## src/hw/rtl/fpba_pkg.sv

```systemverilog
// ----------------------------------------------------------------------------
// fpba_pkg: shared types and codes for the fit policy block allocator
// Status, policy and action codes, register indexes, the state enum and the cell command struct.
// ----------------------------------------------------------------------------
package fpba_pkg;

    typedef enum logic [1:0] {
        ST_OK       = 2'd0,
        ST_NOFIT    = 2'd1,
        ST_NOTFOUND = 2'd2,
        ST_FULL     = 2'd3
    } status_t;

    localparam logic [1:0] POL_FIRST = 2'd0;
    localparam logic [1:0] POL_WORST = 2'd1;
    localparam logic [1:0] POL_BEST  = 2'd2;

    localparam logic REG_FIT_POLICY = 1'b0;
    localparam logic REG_POOL_SIZE  = 1'b1;

    localparam logic ACT_ALLOC = 1'b0;
    localparam logic ACT_FREE  = 1'b1;

    typedef enum logic [2:0] {
        S_IDLE,
        S_SCAN,
        S_DECIDE,
        S_SHIFT,
        S_DONE
    } state_t;

    // Shift command applied by every cell of a table in the same cycle.
    typedef struct packed {
        logic        init;     // clear table, load entry zero
        logic        push;     // shift everything one place back, load front
        logic        remove;   // close the gap at the selected position
        logic        update;   // overwrite the selected entry
    } cell_cmd_t;

endpackage

```

## src/hw/rtl/fpba_if.sv

```systemverilog
// ----------------------------------------------------------------------------
// fpba_if: valid/ready channels for the fit policy block allocator
// Request, result and configuration channel interfaces.
// ----------------------------------------------------------------------------
interface fpba_req_if;
    logic        valid;
    logic        ready;
    logic        action;
    logic [15:0] req_size;
    logic [15:0] address;
    modport source (output valid, action, req_size, address, input ready);
    modport sink   (input valid, action, req_size, address, output ready);
endinterface

interface fpba_res_if;
    logic        valid;
    logic        ready;
    logic [1:0]  status;
    logic [15:0] address_res;
    modport source (output valid, status, address_res, input ready);
    modport sink   (input valid, status, address_res, output ready);
endinterface

interface fpba_cfg_if;
    logic        valid;
    logic        ready;
    logic        index;
    logic [15:0] data;
    modport source (output valid, index, data, input ready);
    modport sink   (input valid, index, data, output ready);
endinterface

```

## src/hw/rtl/fit_policy_block_allocator.sv

```systemverilog
// ----------------------------------------------------------------------------
// fit_policy_block_allocator: first, worst or best fit free list allocator
// Two ordered tables of (offset, size) cells, scanned one entry per cycle.
// ----------------------------------------------------------------------------
// Flow: an accepted request scans its table (the free table for an allocate,
// stopping at the first fit under first fit; the used table for a deallocate,
// stopping at the match), then decides and, on success, shifts the tables before
// the result is offered; one that finds nothing or a full table skips the shift.
// Throughput: one transaction at a time, the next accepted in the cycle after the
// result is taken. Reset: asynchronous; best fit, pool 65535, one free block.
module fit_policy_block_allocator #(
    parameter int FREE_ENTRIES = 16,
    parameter int USED_ENTRIES = 16,
    parameter int ADDR_BITS    = 16
) (
    input  logic       clk,
    input  logic       rst_n,
    fpba_req_if.sink   req,
    fpba_res_if.source res,
    fpba_cfg_if.sink   cfg
);
    localparam int FI_BITS  = $clog2(FREE_ENTRIES);
    localparam int UI_BITS  = $clog2(USED_ENTRIES);
    localparam int FC_BITS  = $clog2(FREE_ENTRIES + 1);
    localparam int UC_BITS  = $clog2(USED_ENTRIES + 1);
    localparam int CNT_BITS = (FC_BITS > UC_BITS) ? FC_BITS : UC_BITS;
    localparam int PI_BITS  = (FI_BITS > UI_BITS) ? FI_BITS : UI_BITS;

    fpba_pkg::state_t state_reg, state_next;

    logic [1:0]         policy_reg;
    logic [15:0]        pool_reg;
    logic [FC_BITS-1:0] fcnt_reg, fcnt_next;
    logic [UC_BITS-1:0] ucnt_reg, ucnt_next;

    // Latched request.
    logic                 act_reg;
    logic [15:0]          want_reg;
    logic [ADDR_BITS-1:0] where_reg;

    // Scan state: position being looked at and the best candidate so far.
    logic [CNT_BITS-1:0]  pos_reg, pos_next;
    logic                 found_reg, found_next;
    logic [PI_BITS-1:0]   pick_reg, pick_next;
    logic [15:0]          psize_reg, psize_next;
    logic [ADDR_BITS-1:0] poff_reg, poff_next;

    logic [1:0]           st_reg, st_next;
    logic [15:0]          ares_reg, ares_next;
    logic                 phase_reg, phase_next;  // unused; held at zero

    fpba_pkg::cell_cmd_t  fcmd, ucmd;
    logic [FI_BITS-1:0]   fsel;
    logic [UI_BITS-1:0]   usel;
    logic [ADDR_BITS-1:0] fload_off, uload_off;
    logic [15:0]          fload_size, uload_size;
    logic [ADDR_BITS-1:0] f_rd_off, u_rd_off;
    logic [15:0]          f_rd_size, u_rd_size;

    logic cfg_fire, req_fire, res_fire, fit, better, pool_wr;
    logic [15:0] remain;

    assign cfg_fire = cfg.valid && cfg.ready;
    assign req_fire = req.valid && req.ready;
    assign res_fire = res.valid && res.ready;
    assign pool_wr  = cfg_fire && (cfg.index == fpba_pkg::REG_POOL_SIZE);
    assign cfg.ready = 1'b1;
    assign req.ready = (state_reg == fpba_pkg::S_IDLE);
    assign res.valid = (state_reg == fpba_pkg::S_DONE);
    assign res.status = st_reg;
    assign res.address_res = ares_reg;

    fpba_table #(.ENTRIES(FREE_ENTRIES), .ADDR_BITS(ADDR_BITS), .IDX_BITS(FI_BITS))
    u_free (
        .clk(clk), .cmd(fcmd), .sel(fsel),
        .init_off('0), .init_size(pool_wr ? cfg.data : pool_reg),
        .load_off(fload_off), .load_size(fload_size),
        .rd_idx(pos_reg[FI_BITS-1:0]), .rd_off(f_rd_off), .rd_size(f_rd_size)
    );

    fpba_table #(.ENTRIES(USED_ENTRIES), .ADDR_BITS(ADDR_BITS), .IDX_BITS(UI_BITS))
    u_used (
        .clk(clk), .cmd(ucmd), .sel(usel),
        .init_off('0), .init_size('0),
        .load_off(uload_off), .load_size(uload_size),
        .rd_idx(pos_reg[UI_BITS-1:0]), .rd_off(u_rd_off), .rd_size(u_rd_size)
    );

    assign fit = (f_rd_size >= want_reg);
    always_comb
    begin
        if (policy_reg == fpba_pkg::POL_WORST) better = f_rd_size > psize_reg;
        else                                  better = f_rd_size < psize_reg;
    end
    assign remain = psize_reg - want_reg;

    // Policy and pool size registers; pool_size writes also reinitialize the tables below.
    always_ff @(posedge clk or negedge rst_n)
    begin
        if (!rst_n) begin
            policy_reg <= fpba_pkg::POL_BEST;
            pool_reg   <= 16'hFFFF;
        end else if (cfg_fire) begin
            if (cfg.index == fpba_pkg::REG_FIT_POLICY) policy_reg <= cfg.data[1:0];
            else                                      pool_reg   <= cfg.data;
        end
    end

    // Table init right after reset: a one-cycle pending flag.
    logic init_pend_reg;
    always_ff @(posedge clk or negedge rst_n)
    begin
        if (!rst_n) init_pend_reg <= 1'b1;
        else        init_pend_reg <= 1'b0;
    end

    always_ff @(posedge clk or negedge rst_n)
    begin
        if (!rst_n) begin
            state_reg <= fpba_pkg::S_IDLE;
            fcnt_reg  <= FC_BITS'(1);
            ucnt_reg  <= '0;
            pos_reg   <= '0;
            found_reg <= 1'b0;
            phase_reg <= 1'b0;
        end else begin
            state_reg <= state_next;
            fcnt_reg  <= fcnt_next;
            ucnt_reg  <= ucnt_next;
            pos_reg   <= pos_next;
            found_reg <= found_next;
            phase_reg <= phase_next;
        end
    end

    always_ff @(posedge clk)
    begin
        pick_reg  <= pick_next;
        psize_reg <= psize_next;
        poff_reg  <= poff_next;
        st_reg    <= st_next;
        ares_reg  <= ares_next;
        if (req_fire) begin
            act_reg   <= req.action;
            want_reg  <= req.req_size;
            where_reg <= ADDR_BITS'(req.address);
        end
    end

    always_comb
    begin
        state_next = state_reg;
        fcnt_next  = fcnt_reg;
        ucnt_next  = ucnt_reg;
        pos_next   = pos_reg;
        found_next = found_reg;
        phase_next = phase_reg;
        pick_next  = pick_reg;
        psize_next = psize_reg;
        poff_next  = poff_reg;
        st_next    = st_reg;
        ares_next  = ares_reg;
        fcmd = '0;
        ucmd = '0;
        fsel = '0;
        usel = '0;
        fload_off  = poff_reg;
        fload_size = psize_reg;
        uload_off  = poff_reg;
        uload_size = want_reg;

        unique case (state_reg)
            fpba_pkg::S_IDLE:
            begin
                pos_next   = '0;
                found_next = 1'b0;
                phase_next = 1'b0;
                if (req_fire) state_next = fpba_pkg::S_SCAN;
            end
            fpba_pkg::S_SCAN:
            begin
                if (act_reg == fpba_pkg::ACT_ALLOC) begin
                    if (pos_reg >= CNT_BITS'(fcnt_reg)) begin
                        state_next = fpba_pkg::S_DECIDE;
                    end else begin
                        if (fit && (!found_reg || better)) begin
                            found_next = 1'b1;
                            pick_next  = PI_BITS'(pos_reg);
                            psize_next = f_rd_size;
                            poff_next  = f_rd_off;
                        end
                        if (fit && policy_reg == fpba_pkg::POL_FIRST)
                            state_next = fpba_pkg::S_DECIDE;
                        pos_next = pos_reg + CNT_BITS'(1);
                    end
                end else begin
                    if (pos_reg >= CNT_BITS'(ucnt_reg) ||
                        pos_reg >= CNT_BITS'(USED_ENTRIES)) begin
                        state_next = fpba_pkg::S_DECIDE;
                    end else if (u_rd_off == where_reg) begin
                        found_next = 1'b1;
                        pick_next  = PI_BITS'(pos_reg);
                        psize_next = u_rd_size;
                        poff_next  = u_rd_off;
                        state_next = fpba_pkg::S_DECIDE;
                    end else begin
                        pos_next = pos_reg + CNT_BITS'(1);
                    end
                end
            end
            fpba_pkg::S_DECIDE:
            begin
                ares_next  = '0;
                state_next = fpba_pkg::S_DONE;
                if (!found_reg) begin
                    st_next = (act_reg == fpba_pkg::ACT_ALLOC) ? fpba_pkg::ST_NOFIT
                                                               : fpba_pkg::ST_NOTFOUND;
                end else if (act_reg == fpba_pkg::ACT_ALLOC &&
                             ucnt_reg >= UC_BITS'(USED_ENTRIES)) begin
                    st_next = fpba_pkg::ST_FULL;
                end else if (act_reg != fpba_pkg::ACT_ALLOC &&
                             fcnt_reg >= FC_BITS'(FREE_ENTRIES)) begin
                    st_next = fpba_pkg::ST_FULL;
                end else begin
                    st_next    = fpba_pkg::ST_OK;
                    if (act_reg == fpba_pkg::ACT_ALLOC) ares_next = 16'(poff_reg);
                    state_next = fpba_pkg::S_SHIFT;
                end
            end
            fpba_pkg::S_SHIFT:
            begin
                if (act_reg == fpba_pkg::ACT_ALLOC) begin
                    fsel = FI_BITS'(pick_reg);
                    fload_off  = poff_reg + ADDR_BITS'(want_reg);
                    fload_size = remain;
                    if (remain == 16'd0) begin
                        fcmd.remove = 1'b1;
                        fcnt_next   = fcnt_reg - FC_BITS'(1);
                    end else begin
                        fcmd.update = 1'b1;
                    end
                    ucmd.push = 1'b1;
                    ucnt_next = ucnt_reg + UC_BITS'(1);
                end else begin
                    usel = UI_BITS'(pick_reg);
                    ucmd.remove = 1'b1;
                    ucnt_next   = ucnt_reg - UC_BITS'(1);
                    fcmd.push   = 1'b1;
                    fcnt_next   = fcnt_reg + FC_BITS'(1);
                    fload_size  = psize_reg;
                end
                state_next = fpba_pkg::S_DONE;
            end
            fpba_pkg::S_DONE:
            begin
                if (res_fire) state_next = fpba_pkg::S_IDLE;
            end
            default: state_next = fpba_pkg::S_IDLE;
        endcase

        // Reinitialization wins over table activity; user lets it occur idle (unenforced).
        if (init_pend_reg || pool_wr) begin
            fcmd = '0;
            ucmd = '0;
            fcmd.init = 1'b1;
            fcnt_next = FC_BITS'(1);
            ucnt_next = '0;
        end
    end

`ifndef SYNTHESIS
    a_fcnt_range: assert property (@(posedge clk) disable iff (!rst_n)
        fcnt_reg <= FC_BITS'(FREE_ENTRIES))
        else $error("free count beyond table depth");
    a_ucnt_range: assert property (@(posedge clk) disable iff (!rst_n)
        ucnt_reg <= UC_BITS'(USED_ENTRIES))
        else $error("used count beyond table depth");
    a_ok_moves: assert property (@(posedge clk) disable iff (!rst_n)
        (state_reg == fpba_pkg::S_SHIFT) |=> (ucnt_reg != $past(ucnt_reg)))
        else $error("successful transaction did not change used count");
    a_fail_zero: assert property (@(posedge clk) disable iff (!rst_n)
        (res.valid && res.status != fpba_pkg::ST_OK) |-> (res.address_res == 16'd0))
        else $error("failed transaction returned an address");
`endif
endmodule

```

## src/hw/rtl/fpba_cell.sv

```systemverilog
// ----------------------------------------------------------------------------
// fpba_cell: one table entry of offset and size
// Holds one entry and moves it to or from its neighbors on a table command.
// ----------------------------------------------------------------------------
module fpba_cell #(
    parameter int ADDR_BITS = 16
) (
    input  logic                   clk,
    input  fpba_pkg::cell_cmd_t    cmd,
    input  logic                   is_sel,     // this is the selected position
    input  logic                   after_sel,  // position lies behind the selection
    input  logic [ADDR_BITS-1:0]   init_off,
    input  logic [15:0]            init_size,
    input  logic [ADDR_BITS-1:0]   load_off,   // front load or update value
    input  logic [15:0]            load_size,
    input  logic [ADDR_BITS-1:0]   prev_off,
    input  logic [15:0]            prev_size,
    input  logic [ADDR_BITS-1:0]   next_off,
    input  logic [15:0]            next_size,
    output logic [ADDR_BITS-1:0]   off,
    output logic [15:0]            size
);
    logic [ADDR_BITS-1:0] off_reg, off_next;
    logic [15:0]          size_reg, size_next;

    always_comb
    begin
        off_next  = off_reg;
        size_next = size_reg;
        if (cmd.init) begin
            off_next  = init_off;
            size_next = init_size;
        end else if (cmd.push) begin
            off_next  = prev_off;
            size_next = prev_size;
            if (is_sel) begin
                off_next  = load_off;
                size_next = load_size;
            end
        end else if (cmd.remove) begin
            if (is_sel || after_sel) begin
                off_next  = next_off;
                size_next = next_size;
            end
        end else if (cmd.update && is_sel) begin
            off_next  = load_off;
            size_next = load_size;
        end
    end

    always_ff @(posedge clk)
    begin
        off_reg  <= off_next;
        size_reg <= size_next;
    end

    assign off  = off_reg;
    assign size = size_reg;
endmodule

```

## src/hw/rtl/fpba_table.sv

```systemverilog
// ----------------------------------------------------------------------------
// fpba_table: row of entry cells forming one ordered table
// Chains the cells so that pushes and removals shift data by one place.
// ----------------------------------------------------------------------------
module fpba_table #(
    parameter int ENTRIES   = 16,
    parameter int ADDR_BITS = 16,
    parameter int IDX_BITS  = 4
) (
    input  logic                  clk,
    input  fpba_pkg::cell_cmd_t   cmd,
    input  logic [IDX_BITS-1:0]   sel,
    input  logic [ADDR_BITS-1:0]  init_off,
    input  logic [15:0]           init_size,
    input  logic [ADDR_BITS-1:0]  load_off,
    input  logic [15:0]           load_size,
    input  logic [IDX_BITS-1:0]   rd_idx,
    output logic [ADDR_BITS-1:0]  rd_off,
    output logic [15:0]           rd_size
);
    logic [ADDR_BITS-1:0] offs  [ENTRIES];
    logic [15:0]          sizes [ENTRIES];

    for (genvar g = 0; g < ENTRIES; g++) begin : g_cell
        logic [ADDR_BITS-1:0] p_off, n_off, i_off;
        logic [15:0]          p_size, n_size, i_size;
        if (g == 0) begin : g_front
            assign p_off  = load_off;
            assign p_size = load_size;
            assign i_off  = init_off;
            assign i_size = init_size;
        end else begin : g_mid
            assign p_off  = offs[g-1];
            assign p_size = sizes[g-1];
            assign i_off  = '0;
            assign i_size = '0;
        end
        if (g == ENTRIES - 1) begin : g_back
            assign n_off  = '0;
            assign n_size = '0;
        end else begin : g_inner
            assign n_off  = offs[g+1];
            assign n_size = sizes[g+1];
        end
        fpba_cell #(.ADDR_BITS(ADDR_BITS)) u_cell (
            .clk       (clk),
            .cmd       (cmd),
            .is_sel    (sel == IDX_BITS'(g)),
            .after_sel (IDX_BITS'(g) > sel),
            .init_off  (i_off),
            .init_size (i_size),
            .load_off  (load_off),
            .load_size (load_size),
            .prev_off  (p_off),
            .prev_size (p_size),
            .next_off  (n_off),
            .next_size (n_size),
            .off       (offs[g]),
            .size      (sizes[g])
        );
    end

    assign rd_off  = offs[rd_idx];
    assign rd_size = sizes[rd_idx];
endmodule
```

## src/flat_wrapper.sv

```systemverilog
// flat-port wrapper written by rule: the top's interface ports become plain ports
module fit_policy_block_allocator_flat 
#(
    parameter int FREE_ENTRIES = 16,
    parameter int USED_ENTRIES = 16,
    parameter int ADDR_BITS    = 16
)
  (clk, rst_n, req_valid, req_action, req_req_size, req_address, req_ready, res_valid, res_status, res_address_res, res_ready, cfg_valid, cfg_index, cfg_data, cfg_ready);
  fpba_req_if req_i ();
  fpba_res_if res_i ();
  fpba_cfg_if cfg_i ();
  input  logic clk;
  input  logic rst_n;
  input wire logic [$bits(req_i.valid)-1:0] req_valid;
  input wire logic [$bits(req_i.action)-1:0] req_action;
  input wire logic [$bits(req_i.req_size)-1:0] req_req_size;
  input wire logic [$bits(req_i.address)-1:0] req_address;
  output wire logic [$bits(req_i.ready)-1:0] req_ready;
  output wire logic [$bits(res_i.valid)-1:0] res_valid;
  output wire logic [$bits(res_i.status)-1:0] res_status;
  output wire logic [$bits(res_i.address_res)-1:0] res_address_res;
  input wire logic [$bits(res_i.ready)-1:0] res_ready;
  input wire logic [$bits(cfg_i.valid)-1:0] cfg_valid;
  input wire logic [$bits(cfg_i.index)-1:0] cfg_index;
  input wire logic [$bits(cfg_i.data)-1:0] cfg_data;
  output wire logic [$bits(cfg_i.ready)-1:0] cfg_ready;
  assign req_i.valid = req_valid;
  assign req_i.action = req_action;
  assign req_i.req_size = req_req_size;
  assign req_i.address = req_address;
  assign req_ready = req_i.ready;
  assign res_valid = res_i.valid;
  assign res_status = res_i.status;
  assign res_address_res = res_i.address_res;
  assign res_i.ready = res_ready;
  assign cfg_i.valid = cfg_valid;
  assign cfg_i.index = cfg_index;
  assign cfg_i.data = cfg_data;
  assign cfg_ready = cfg_i.ready;
  fit_policy_block_allocator #(.FREE_ENTRIES(FREE_ENTRIES), .USED_ENTRIES(USED_ENTRIES), .ADDR_BITS(ADDR_BITS)) u_core (.clk(clk), .rst_n(rst_n), .req(req_i), .res(res_i), .cfg(cfg_i));
endmodule
```

## config.mk

```make
export PLATFORM = sky130hd
export DESIGN_NAME = fit_policy_block_allocator_flat
export DESIGN_NICKNAME = d
export VERILOG_FILES = /design/src/hw/rtl/fpba_pkg.sv /design/src/hw/rtl/fpba_if.sv /design/src/hw/rtl/fit_policy_block_allocator.sv /design/src/hw/rtl/fpba_cell.sv /design/src/hw/rtl/fpba_table.sv /design/src/flat_wrapper.sv
export SDC_FILE = /design/constraint.sdc
export NUM_CORES = 2
export LEC_CHECK = 0
export BUFFER_PORTS_ARGS = -buffer_cell sky130_fd_sc_hd__buf_2
export CORE_UTILIZATION = 50
export CTS_BUF_LIST = sky130_fd_sc_hd__clkbuf_4
export DETAILED_ROUTE_END_ITERATION = 10
export PLACE_DENSITY = 0.73
export SETUP_SLACK_MARGIN = 0.02
export SLEW_MARGIN = 20
export SYNTH_ARGS = -nofsm -noshare
export SYNTH_HDL_FRONTEND = slang
export SYNTH_SLANG_ARGS = --single-unit
export TNS_END_PERCENT = 10
```

## constraint.sdc

```tcl
create_clock -name clk -period 7.52 [get_ports clk]
set_clock_uncertainty 0.15 [all_clocks]
set_input_delay 1.504 -clock clk [delete_from_list [all_inputs] [get_ports clk]]
set_output_delay 1.504 -clock clk [all_outputs]
set_load 0.005 [all_outputs]
```

# [Word level (Yosys, flattened, before mapping)]
# Cells that the tools add are included.
[word_totals] reg_bits=1149 in_bits=55 elab_cells=765
[op_classes] addsub=7 order_cmp=41 eq_ne=81 n_mux=394 bitwise=4 reduce_logical=158
[ops] cell="16-bit 2-to-1 mux" n=338
[ops] cell="16-bit binary-select mux with 4-bit select" n=4
[ops] cell="3-bit nonzero test" n=33
[ops] cell="2-bit AND reduction" n=36
[ops] cell="4-bit equality test (second input constant)" n=16
[ops] cell="4-bit greater-than comparator (first input constant)" n=16
[ops] cell="5-bit 2-to-1 mux" n=11
[ops] cell="3-bit by 1-bit != test with 1-bit output (second input constant)" n=17
[ops] cell="3-bit by 2-bit != test with 1-bit output (second input constant)" n=17
[ops] cell="4-bit 2-to-1 mux" n=10
[ops] cell="1-bit logical AND" n=39
[ops] cell="3-bit 2-to-1 mux" n=12
[ops] cell="1-bit logical OR" n=35
[ops] cell="4-bit by 3-bit equality test with 1-bit output (second input constant)" n=8
[ops] cell="3-bit by 4-bit greater-than comparator with 1-bit output (first input constant)" n=8
[ops] cell="5-bit >= comparator (second input constant)" n=4
[ops] cell="16-bit adder" n=1
[ops] cell="16-bit equality test" n=1
[ops] cell="4-bit by 2-bit equality test with 1-bit output (second input constant)" n=4
[ops] cell="16-bit >= comparator" n=1
[ops] cell="1-bit by 4-bit greater-than comparator with 1-bit output (first input constant)" n=4
[ops] cell="16-bit greater-than comparator" n=1
[ops] cell="2-bit by 4-bit greater-than comparator with 1-bit output (first input constant)" n=4
[ops] cell="16-bit logical NOT" n=1
[ops] cell="other kinds (32)" n=64

# [Depth between registers and ports, before layout]
[logic_depth] depth_word=12 mapped_depth=20

# [By module]
# Synthesis repeated with hierarchy kept, for this count alone.
[hier_totals] hier_cells=8424 area_unflattened_um2=94521.9
[modules_own_cells] module="fpba_cell" n_inst=32 cells_per_inst=220 area_each_um2=2454.9 seq_area_each_um2=960.9
[modules_own_cells] module="fit_policy_block_allocator" n_inst=1 cells_per_inst=752 area_each_um2=8139.1 seq_area_each_um2=3587.2
[modules_own_cells] module="fpba_table at u_core.u_free" n_inst=1 cells_per_inst=316 area_each_um2=3922.5 seq_area_each_um2=0.0
[modules_own_cells] module="fpba_table at u_core.u_used" n_inst=1 cells_per_inst=316 area_each_um2=3905.0 seq_area_each_um2=0.0

# [Least setup slack after synthesis]
# Ideal clock, no wire load.
[synth_timing] kind="input -> register" start="in cfg_index" end="reg u_core.u_used.g_cell[0].u_cell.off_reg[0], enable pin" setup_time_ps=470 arrival_time_ps=6962 path_slack_ps=-62 stages=7 path_cell_list="a21oi_1 > nand2_1 > clkbuf_1 > buf_1 > or3_1 > a21oi_1 > a21boi_0"
[synth_via] elab_chain_len=5 elab_cells_between_ends=6 classes_between="1 x eq/ne; 1 x mux; 4 x reduce/logical"
[synth_rtl] element="start, declared" line="flat_wrapper.sv:24" rtl="input wire logic [$bits(cfg_i.index)-1:0] cfg_index;"
[synth_rtl] element="1-bit logical AND *" line="fit_policy_block_allocator.sv:66" rtl="assign pool_wr = cfg_fire && (cfg.index == fpba_pkg::REG_POOL_SIZE);"
[synth_rtl] element="1-bit logical OR *" line="fit_policy_block_allocator.sv:262" rtl="if (init_pend_reg || pool_wr) begin"
[synth_rtl] element="3-bit 2-to-1 mux *" line="fit_policy_block_allocator.sv:262"
[synth_rtl] element="3-bit by 1-bit != test with 1-bit output (no line) or 3-bit nonzero test (tied branches)"
[synth_rtl] element="2-bit AND reduction (no line) *"
[synth_rtl] element="end signal, assigned" line="fpba_cell.sv:53" rtl="off_reg <= off_next;"
[synth_rtl] element="end, declared" line="fpba_cell.sv:23" rtl="logic [ADDR_BITS-1:0] off_reg, off_next;"
# Every way passes the cells marked *; elsewhere a longest branch is shown, timed or not.
# A chain may end at the register's enable or synchronous reset.

# [Worst setup path in the final report]
[layout_timing] start="reg u_core.want_reg[10], in the netlist u_core.uload_size[10]" end="reg u_core.u_free.g_cell[2].u_cell.size_reg[4]"
[layout_via] elab_chain_len=9 elab_cells_between_ends=13 classes_between="1 x add/sub; 1 x eq/ne; 7 x mux; 4 x reduce/logical"
[layout_rtl] element="start, declared" line="fit_policy_block_allocator.sv:38" rtl="logic [15:0] want_reg;"
[layout_rtl] element="start signal, assigned" line="fit_policy_block_allocator.sv:145" rtl="want_reg <= req.req_size;"
[layout_rtl] element="16-bit subtractor *" line="fit_policy_block_allocator.sv:95" rtl="assign remain = psize_reg - want_reg;"
[layout_rtl] element="16-bit logical NOT *" line="fit_policy_block_allocator.sv:236" rtl="if (remain == 16'd0) begin"
[layout_rtl] element="1-bit 2-to-1 mux" line="fit_policy_block_allocator.sv:236"
[layout_rtl] element="2-bit 2-to-1 mux *" line="fit_policy_block_allocator.sv:232" rtl="if (act_reg == fpba_pkg::ACT_ALLOC) begin"
[layout_rtl] element="3-bit 2-to-1 mux *" line="fit_policy_block_allocator.sv:172" rtl="unique case (state_reg)"
[layout_rtl] element="4-bit 2-to-1 mux *" line="fit_policy_block_allocator.sv:262"
[layout_rtl] element="1-bit logical AND" line="fpba_cell.sv:45" rtl="end else if (cmd.update && is_sel) begin"
[layout_rtl] element="3-bit nonzero test (no line)"
[layout_rtl] element="2-bit AND reduction (no line)"
[layout_rtl] element="end signal, assigned" line="fpba_cell.sv:54" rtl="size_reg <= size_next;"
[layout_rtl] element="end, declared" line="fpba_cell.sv:24" rtl="logic [15:0] size_reg, size_next;"
# Marks and branches as above.

==> key figures <==
Logic synthesis
  • Area leader, netlist: edfxtp_1
  • YS warnings: 0
  • Ys async rst share: 0.0331
  • Synth Register Bits: 1,149
  • Number of enable flip-flop cells after synthesis: roughly 620
  • Largest cells by area after synthesis: edfxtp_1 29%, dfxtp_1 16%, mux4_2 11%
  • Synth cell types: 85
  • Cells after synthesis: 5,906
  • Syn_area_per_cell: 10.7 um2
  • Syn nets: just over 6,000
  • Post-synthesis sequential area ratio: 0.465
  • Top-area cell type share of the netlist area: 0.293
  • Synth Cell Area: ~63,000 um2
  • Predominant post-synthesis flop cell: edfxtp_1

Clock network
  • Clock Tree Buf Depth: 4
  • Post_cts resized: 0
  • Clock tree sinks: 1,149
  • # hold bufs at CTS: 0
  • Clock-pin slew on the worst setup and hold paths: 0.07 ns
  • Clk Latency, worst-skew pair: approximately 1.3 ns
  • H-Tree Depth: 5
  • CTS tree: yes
  • Post-CTS setup buffers: 0
  • Root buffer cell: clkbuf_4
  • Num CTS Buffers: 326

Detailed routing
  • Met2 WL: about 90,000 um
  • Vias per cell: 6.94
  • Drt pass-1 iters: 10
  • 1st-iter DRT viols: approximately 8,500
  • Routed WL per cell: 26.2 um
  • Met1 Wirelength: 77,600 um
  • Final ANT Viol Nets: 0
  • WL met3: 25,100 um
  • DRC violations left: 0
  • Final WL: roughly 200,000 um
  • Vias: 53,400
  • Max layer used: met5

Setup path
  • Arrival time at the worst endpoint: 6.68 ns
  • Reg2reg setup slack: 1.82 ns
  • Maximum fanout along the worst path: 40
  • Crit path capture type: flip-flop
  • RR Endpoint: u_core.u_free.g_cell[2].u_cell.size[4]
  • Reg-to-Reg Start: u_core.uload_size[10]
  • Element type at the critical path start: flip-flop
  • Crit Path Category: reg -> reg
  • Worst reg-to-reg path cell count: 14
  • Worst path required time: approximately 8.5 ns

STA
  • RSZ-0062 raised after global routing: no
  • Fin crit share: 0.758
  • Minimum clock period: about 5.7 ns
  • Endpoints failing setup: 0
  • Achievable Freq: 175 MHz
  • Worst Tran Pin Value: 1.23 ns
  • Relative slew slack: 0.178
  • Final Hold Viols: 0
  • Fin. max-slew vios: 0
  • Final TNS setup: 0 ns
  • Final WS setup: 1.82 ns

GRT
  • Initial antenna violation count: 5
  • GR Overflow Total: 0
  • First-pass GRT wire length: 306,000 um
  • Total global routing track utilization: 0.308
  • Largest net degree at the start of global routing: 253
  • Vias in the first global route: about 51,000

Power
  • Clk pwr share: 0.316
  • Net Sw Power: 6.08 mW
  • Sequential share of power: 0.423
  • Worst VDD drop: 0.000194 V
  • Pwr dens: ~260 nW/um2
  • P_leak: 24.2 nW
  • P_int: 11.9 mW
  • Sw frac: 0.338
  • Combinational power share: 0.261

Hold path
  • Hold WC Path Type: in -> async

Finish
  • Fillers: 10,600
  • Share of cells above drive strength 1: 0.186
  • Number of nets in the layout: 5,968
  • Register area: 29,400 um2
  • Syn-to-layout area delta: 8.67%
  • Footprint of the multi-input gates: around 31,000 um2

Placement
  • Final GP Congestion: 0.905
  • Post-DP HPWL: 113,000 um
  • Port buffer count: 74
  • Post-place setup slack: 1.84 ns

Die
  • CORE AREA: 124,000 um2
  • IO Pins: 76
  • Die area: 128,000 um2
  • Die height: 357 um
  • Die Span X: ~360 um
  • Starting density of the core: 0.507
  • Row Count: approximately 130

Outcome
  • Status: finished clean

Flow run
  • Max-cap viol count: 0
[cells in the final DEF, fill, tap and decap left out, types with 18 or more instances in the layout]
master | netlist | final
dfxtp_1 | 496 | 496
inv_1 | 68 | 65
edfxtp_1 | 615 | 615
xnor2_1 | 24 | 24
nand2b_1 | 19 | 18
ha_1 | 82 | 82
a32o_1 | 27 | 26
nor3_1 | 24 | 22
mux4_2 | 310 | 310
xor2_1 | 21 | 21
a22oi_1 | 102 | 102
clkinv_1 | 1 | 54
o211a_1 | 21 | 21
buf_4 | 2 | 106
o31ai_1 | 33 | 33
dfstp_2 | 19 | 19
o21a_1 | 25 | 24
a21oi_1 | 724 | 708
nand2_1 | 344 | 340
a211oi_1 | 25 | 25
nand3_1 | 38 | 38
buf_2 | 32 | 74
a32oi_1 | 193 | 193
a21o_1 | 30 | 30
a31oi_1 | 336 | 334
nand4_1 | 25 | 25
mux2i_1 | 481 | 481
nor2_1 | 358 | 352
clkbuf_4 | 0 | 476
a221oi_1 | 29 | 29
o21ai_0 | 552 | 548
mux2_2 | 23 | 23
o211ai_1 | 18 | 18
and2_1 | 20 | 18
and3_1 | 71 | 71
[routing by layer]
metal | vias to the layer above | track usage
li1 | 23100 | -
met2 | 3684 | 0.460
met4 | 2 | 0.151
met3 | 616 | 0.0806
met5 | - | 0
met1 | 26000 | 0.417
[cell type report]
type                            count  share of cell area
Multi-Input combinational cell   4085               0.459
Sequential cell                  1149               0.429
Clock buffer                      476              0.0521
Tap cell                         1637              0.0299
Timing Repair Buffer              195              0.0214
Clock inverter                     69             0.00478
Inverter                           70             0.00398
Antenna cell                        8            0.000292
[how the worst max path moves through the flow]
stage	start	end	depth (start not counted)	slack (ns)
after global placement	u_core.pos_reg[1]	u_core.psize_reg[4]	9	1.90
final	u_core.uload_size[10]	u_core.u_free.g_cell[2].u_cell.size[4]	14	1.82
after floorplan	cfg_index	u_core.u_used.g_cell[0].u_cell.off[0]	7	0.65
after CTS	u_core.pos_reg[1]	u_core.psize_reg[0]	9	1.84
after global routing	u_core.uload_size[8]	u_core.u_free.g_cell[2].u_cell.size[4]	14	1.73
after detailed placement	u_core.pos_reg[1]	u_core.psize_reg[7]	9	1.84
[worst max-delay path, cell delays in order, from the launching register on]
cell	delay (ns)
edfxtp_1	0.68
inv_1	0.29
ha_1	0.58
o21ai_0	0.20
o21bai_1	0.33
o2111ai_1	0.15
o211a_1	0.16
xnor3_1	0.24
a2111oi_4	0.69
nand3_2	0.13
buf_4	0.30
mux2_2	1.01
buf_4	0.33
o21ai_0	0.09
a31oi_1	0.20
[synth_stat cells (all sizes together) (71+ instances only)]
cell type / instances
a22oi: 102
mux4: 310
edfxtp: 615
dfxtp: 496
ha: 82
buf: 91
mux2i: 481
nand2: 345
a32oi: 193
a31oi: 336
and3: 71
a21oi: 725
nor2: 358
clkbuf: 511
o21ai: 562
[kinds of logic (layout without fill, tap and decap cells)]
group / Yosys count / in the layout / share of synthesized area
xor+xnor: 46 / 46 / 0.00660
mux: 814 / 814 / 0.191
compound gates: 2188 / 2188 / 0.212
flops: 1149 / 1149 / 0.465
simple gates: 949 / 949 / 0.0659
other cells: 2 / 10 / 0.000119
fa+ha+maj: 86 / 86 / 0.0175
buf+inv: 672 / 810 / 0.0411
[metrics by stage]
step / power (mW) / util / cells / hold slack, ns / cell area [um2]
after floorplan: 10.9 / - / 5906 / 0.292 / 63100
after global placement: 12.2 / 0.519 / 7134 / 0.306 / 64600
after detailed placement: 12.3 / 0.519 / 7135 / 0.307 / 64600
after CTS: 17.9 / 0.550 / 7680 / 0.163 / 68500
after global routing: 18.7 / 0.551 / 7688 / 0.178 / 68600
final: 18.0 / 0.551 / 7689 / 0.264 / 68600
[power groups by stage]
stage | Clock (mW) | Sequential, mW | Combinational [mW]
global placement | 0 | 7.70 | 4.47
global route | 6.08 | 7.62 | 4.99
floorplan | 0 | 7.50 | 3.35
detailed placement | 0 | 7.71 | 4.57
CTS | 5.74 | 7.58 | 4.59
finish | 5.68 | 7.60 | 4.69
Note: power is estimated with default switching activity, not from simulation.
